==> src/rtl/core/lphm_ram.sv <==
// Generic simple dual-port RAM with registered read.
`default_nettype none
module lphm_ram #(
   parameter int WIDTH = 8,
   parameter int DEPTH = 16
) (
   input  wire logic                     clock,
   input  wire logic                     wr_en,
   input  wire logic [$clog2(DEPTH)-1:0] wr_addr,
   input  wire logic [WIDTH-1:0]         wr_data,
   input  wire logic [$clog2(DEPTH)-1:0] rd_addr,
   output logic      [WIDTH-1:0]         rd_data
);
   logic [WIDTH-1:0] mem [DEPTH];

   always_ff @(posedge clock) begin
      if (wr_en) begin
         mem[wr_addr] <= wr_data;
      end
      rd_data <= mem[rd_addr];
   end
endmodule
`default_nettype wire

==> config.mk <==
export PLATFORM = sky130hd
export DESIGN_NAME = lphm_ram
export DESIGN_NICKNAME = d
export VERILOG_FILES = /design/src/rtl/core/lphm_ram.sv
export SDC_FILE = /design/constraint.sdc
export NUM_CORES = 1
export LEC_CHECK = 0
export BUFFER_PORTS_ARGS = -buffer_cell sky130_fd_sc_hd__buf_2
export CELL_PAD_IN_SITES_DETAIL_PLACEMENT = 1
export CELL_PAD_IN_SITES_GLOBAL_PLACEMENT = 1
export CORE_UTILIZATION = 57
export DETAILED_ROUTE_END_ITERATION = 8
export GPL_ROUTABILITY_DRIVEN = 0
export HOLD_SLACK_MARGIN = 0.15
export PLACE_DENSITY = 0.85
export SLEW_MARGIN = 30
export SYNTH_ARGS = -nofsm -noshare
export SYNTH_HDL_FRONTEND = slang
export SYNTH_SLANG_ARGS = --single-unit
export TNS_END_PERCENT = 10
==> constraint.sdc <==
create_clock -name clock -period 3.3 [get_ports clock]
set_input_delay 0 -clock clock [delete_from_list [all_inputs] [get_ports clock]]
set_output_delay 0 -clock clock [all_outputs]
set_load 0.1 [all_outputs]
==> flow_summary.yaml, run 1 <==
floorplan:
  design.die.area_um2: 9410
  die_h_um: 97.0
  core_area_um2: 8720
  ioPinCount: 26
  rows: 34
  floorplan.initialDensity: 0.590
  die_width_um: 97.0
status:
  run_status: "complete, no violations"
final_layout:
  finish.net_count: 304
  mostFrequentLayoutCells: "edfxtp_1, buf_2, mux4_2"
  drive_gt1_frac: 0.271
  area_occupied_by_multi_input_gates_um2: 1060
  final_common_cell: "edfxtp_1"
  final.fill_count: 661
  n_antenna_cell: 0
  syn_to_final_growth_pct: 18.6
  regArea_um2: 4000
  finish.utilization: 0.700
clocking:
  cts_inserted_buffers: 17
  clock_sinks: 136
  clk_latency_ps: 520
  cts_h_tree_depth: 4
  cts.path.max_buffers: 2
  cts_tree: "done"
  library_cell_used_as_clock_root_buffer: "clkbuf_8"
  cts-resized-gates: 0
  clkSlewWorstSetupHoldPaths_ps: 60
sta:
  hold-worst-slack_ps: 246
  slew_viol_final: 0
  setup_viol_count_final: 0
  rsz0062_at_grt: "no"
  timing.final.crit_period_ps: 2010
  final_clock_skew_ps: 18.6
  postLayoutSetupSlackWorst_ps: 1290
  fmax_mhz: 496
  worst-slew-pin-transition_ps: 930
  layout_worst_path_cycle_share: 0.611
  slew_headroom: 0.378
  hold_violations: 0
  finalSetupTns_ps: 0
synth:
  yosys.cell_types.count: 19
  syn_area_um2: 5150
  postSynthCellCount: 229
  ys_ff_latch: 136
  synthesis.area_per_instance_um2: 22.5
  seq_area_frac_synth: 0.778
  synthesis.yosys.warnings: 0
  synthesis.nets: 247
worst_hold_path:
  hold_path_class: "input port to register"
global_routing:
  via_count_of_the_first_global_routing_pass: 2729
  antenna_found_initial: 0
  wire_length_of_the_first_global_routing_pass_um: 16700
  grt_util_all_layers: 0.257
  largest_net_degree_at_the_start_of_global_routing: 33
  remaining_global_route_overflow: 0
setup_path:
  timing.setup.critical_path_class: "input port to register"
  cp_data_required_time_ps: 3500
  worst-endpoint-arrival_ps: 2220
  critPathCaptureType: "register"
  critical_path.max_fanout: 8
  startpoint_type_of_the_worst_setup_path: "input port"
place:
  pre_cts_slack_ps: 1500
  port_buffers: 25
  place_hpwl_um: 6590
routing:
  drt_drc_violations_left: 0
  avgViaCountPerCell: 6.27
  ant_nets: 0
  dr.first_iter.drc_count: 254
  count_of_vias_placed_by_the_detailed_router: 2550
  drt_wl_total_um: 11200
  dr.pass1.iters: 5
  wire_length_per_cell_um: 27.5
flow_run:
  maxCapViolations: 0
power:
  p_leak_nw: 2.07
  pwr_density_cell_nw_per_um2: 657
  ir_drop_mv: 0.423
## path summary, 6_finish.rpt
path                        startpoint                  end  slack [ps]  depth (start not counted)
hold reg to reg   mem[12][1]$_DFFE_PP_   rd_data[1]$_DFF_P_         680                          3
hold / removal              rd_addr[0]   rd_data[1]$_DFF_P_         250                          4
setup / recovery            wr_addr[2]  mem[0][3]$_DFFE_PP_        1290                          6
setup reg to reg   mem[1][2]$_DFFE_PP_   rd_data[2]$_DFF_P_        1440                          4
## synthesized netlist by cell type
cell type,count,share of area
nand3b_1,2,0.0029
nor2b_1,1,0.0012
nand2b_1,2,0.0024
or3b_2,1,0.0017
nor3_1,4,0.0039
clkdlybuf4s25_2,3,0.0058
buf_6,3,0.0066
edfxtp_1,128,0.75
mux4_1,14,0.071
nor2_1,13,0.0095
buf_4,1,0.0015
dfxtp_1,8,0.031
buf_2,3,0.0029
a22oi_1,16,0.023
nand3_1,1,0.00097
and2b_1,1,0.0015
nand2_1,9,0.0066
mux4_2,18,0.079
and2_1,1,0.0012
## registers in the layout (all words and copies together), names as in the netlist
signal   flops
mem        128
rd_data      8
## timing repair
action,CTS,global route
endpoints found under the hold margin,178,4
setup buffers,0,0
hold buffers,16,1
setup endpoints to repair,0,0
## metrics by stage
step	total power [mW]	std cells	area, µm²
finish	4.01	407	6100
global route	4.09	407	6100
CTS	4.02	406	6090
detailed placement	2.24	358	5370
global placement	2.22	358	5370
floorplan	2.16	229	5150
## layer usage
| layer | wire (µm) | up-vias | share of wire | GRT usage |
|---|---|---|---|---|
| met4 | 171 | 0 | 0.015 | 0.0873 |
| li1 | - | 1087 | - | - |
| met5 | 0 | - | 0 | 0 |
| met2 | 5700 | 113 | 0.51 | 0.409 |
| met3 | 651 | 19 | 0.058 | 0.0737 |
| met1 | 4670 | 1331 | 0.42 | 0.345 |
## power breakdown
part	total (mW)	switching [mW]	leakage [nW]	internal, mW
sequential	1.95	0.0147	1.22	1.93
clock	1.79	0.698	0.269	1.09
combinational	0.273	0.188	0.575	0.0847
total	4.01	0.901	2.07	3.11
## worst max-delay path, cell delays in order
cell	delay [ps]
dlygate4sd3_1	530
buf_2	140
or3b_2	520
nor3_1	200
dlygate4sd3_1	610
buf_4	210
## cells by family (layout without fill, tap and decap cells)
| kind of cell | after synthesis | after routing | synth area share |
|---|---|---|---|
| compound gates | 16 | 16 | 0.0233 |
| buf+inv | 10 | 80 | 0.0168 |
| flops | 136 | 136 | 0.778 |
| simple gates | 35 | 35 | 0.0318 |
| mux | 32 | 32 | 0.150 |
## area by class of cell
cell class | count | share of cell area
flip-flops and latches | 136 | 0.656
multi-input cells | 83 | 0.174
clock buffers | 20 | 0.0713
repair buffers | 48 | 0.0557
well taps | 108 | 0.0221
clock inverters | 12 | 0.0209
No activity file was read; power rests on OpenSTA's default activity.
==> run 2: changes to the inputs <==
Settings changed: CORE_UTILIZATION 57 to 48, PLACE_DENSITY 0.85 to 0.76.
Clock period 3.3 ns to 1.8 ns, I/O delays scaled along.
==> flow_summary.yaml, run 2 (same netlist as run 1, synthesis figures left out) <==
status:
  run_status: "complete, no violations"
final_layout:
  final_common_cell: "edfxtp_1"
  finish.net_count: 323
  n_antenna_cell: 0
  top_regs: "mem x128, rd_data x8"
  finish.utilization: 0.608
  max_flop_register: "mem"
  largest_register_ff_count: 128
  layout.cells.non_filler: 454
  syn_to_final_growth_pct: 22.5
  drive_gt1_frac: 0.283
  final.fill_count: 901
  mostFrequentLayoutCells: "edfxtp_1, buf_2, dlygate4sd3_1, buf_4, mux4_2"
worst_hold_path:
  hold_start: "wr_en"
  hold_path_class: "input port to register"
  whs_path_depth: 4
  min_to: "mem[9][1]$_DFFE_PP_"
sta:
  setup_viol_count_final: 0
  postLayoutSetupSlackWorst_ps: 206
  worst-slew-pin-transition_ps: 500
  slew_headroom: 0.669
  hold-worst-slack_ps: 223
  final_clock_skew_ps: 5.63
  rsz0062_at_grt: "no"
  fmax_mhz: 627
  slew_viol_final: 0
  finalSetupTns_ps: 0
  timing.final.crit_period_ps: 1590
  hold_violations: 0
  layout_worst_path_cycle_share: 0.886
setup_path:
  rr_endpoint: "rd_data[3]$_DFF_P_"
  startpoint_type_of_the_worst_setup_path: "input port"
  timing.setup.critical_path_class: "input port to register"
  reg2reg_setup_slack_ps: 370
  critPathCaptureType: "register"
  timing.critical_path.slowest_cell_delay_ps: 610
  timing.critical_path.cells: "buf_2, dlygate4sd3_1, nand3b_1, dlygate4sd3_1, nor3_1, buf_4"
  rr_startpoint: "mem[5][3]$_DFFE_PP_"
  worst_r2r_path_depth: 3
  worst-endpoint-arrival_ps: 1810
  cp_data_required_time_ps: 2020
  cpMostUsedCell: "dlygate4sd3_1"
  critical_path.max_fanout: 8
  cp_slowest_cell: "dlygate4sd3_1"
floorplan:
  die_width_um: 106
  die_h_um: 106
  floorplan.initialDensity: 0.496
  ioPinCount: 26
  design.die.area_um2: 11100
  rows: 37
  core_area_um2: 10400
routing:
  wire_length_per_cell_um: 24.6
  avgViaCountPerCell: 5.71
  count_of_vias_placed_by_the_detailed_router: 2591
  drt_wl_total_um: 11200
  ant_nets: 0
  drt_drc_violations_left: 0
  dr.pass1.iters: 5
  dr.first_iter.drc_count: 163
clocking:
  library_cell_used_as_clock_root_buffer: "clkbuf_8"
  clkSlewWorstSetupHoldPaths_ps: 60
  clk_latency_ps: 520
  cts_h_tree_depth: 4
  cts.path.max_buffers: 2
  cts-resized-gates: 0
  cts_inserted_buffers: 17
  cts.hold.buffers_added: 20
  clock_sinks: 136
  cts_tree: "done"
  postCtsSetupRepairBufs: 0
power:
  p_leak_nw: 2.17
  pwr_density_cell_nw_per_um2: 1170
  ir_drop_mv: 0.531
place:
  place.detailed.instances: 402
  place_hpwl_um: 7160
  port_buffers: 25
  pre_cts_slack_ps: 269
global_routing:
  largest_net_degree_at_the_start_of_global_routing: 33
  remaining_global_route_overflow: 0
  antenna_found_initial: 0
  via_count_of_the_first_global_routing_pass: 2765
  wire_length_of_the_first_global_routing_pass_um: 16800
  grt_util_all_layers: 0.221
flow_run:
  maxCapViolations: 0
run 2: cell types whose count changed in the layout (fill, tap and decap cells not counted), sizes merged:
cell / previous run / this run
buf: 31 / 47
clkbuf: 20 / 19
dlygate4sd3: 17 / 20
inv: 1 / 0
clkinvlp: 3 / 1
clkinv: 6 / 9
bufinv: 2 / 3
run 2: report_power, final:
group	leakage (nW)	internal (mW)	total [mW]	switching, mW
Sequential	1.22	3.54	3.57	0.0265
Combinational	0.680	0.171	0.522	0.351
Clock	0.270	2.07	3.26	1.19
Total	2.17	5.78	7.35	1.57
run 2: how the worst max path moves through the flow:
stage | startpoint | cells past startpoint | end | slack [ps]
6_report | wr_addr[3] | 6 | mem[4][3]$_DFFE_PP_ | 210
5_1_grt | wr_addr[3] | 6 | mem[4][1]$_DFFE_PP_ | 160
4_1_cts | wr_addr[3] | 6 | mem[4][1]$_DFFE_PP_ | 230
3_5_place_dp | rd_addr[0] | 5 | rd_data[3]$_DFF_P_ | 270
3_3_place_gp | rd_addr[0] | 5 | rd_data[4]$_DFF_P_ | 340
2_1_floorplan | wr_addr[2] | 2 | mem[0][0]$_DFFE_PP_ | 310
run 2: critical path, delay by kind of cell:
kind	cells	cell delay, ps
AND/OR/NAND/NOR	2	320
buffers and inverters	4	1480
run 2: area by class of cell:
class | instances | area [µm²] | share of cell area
sequential | 136 | 4000 | 0.635
multi-input combinational | 83 | 1060 | 0.168
clock inverter | 13 | 135 | 0.0214
timing repair buffer | 67 | 515 | 0.0818
clock buffer | 19 | 422 | 0.0669
tap | 136 | 170 | 0.0270
run 2: metrics by stage:
stage / power [mW] / cell area, µm²
after detailed placement: 4.12 / 5550
after global placement: 4.10 / 5550
after floorplan: 3.96 / 5150
after global routing: 7.54 / 6300
final: 7.35 / 6300
after CTS: 7.41 / 6300
run 2: layer usage:
layer,part of all wire,track usage,vias up
met3,0.048,0.0433,13
met2,0.53,0.368,99
met4,0.014,0.0804,0
li1,-,-,1131
met5,0,0,-
met1,0.41,0.293,1348
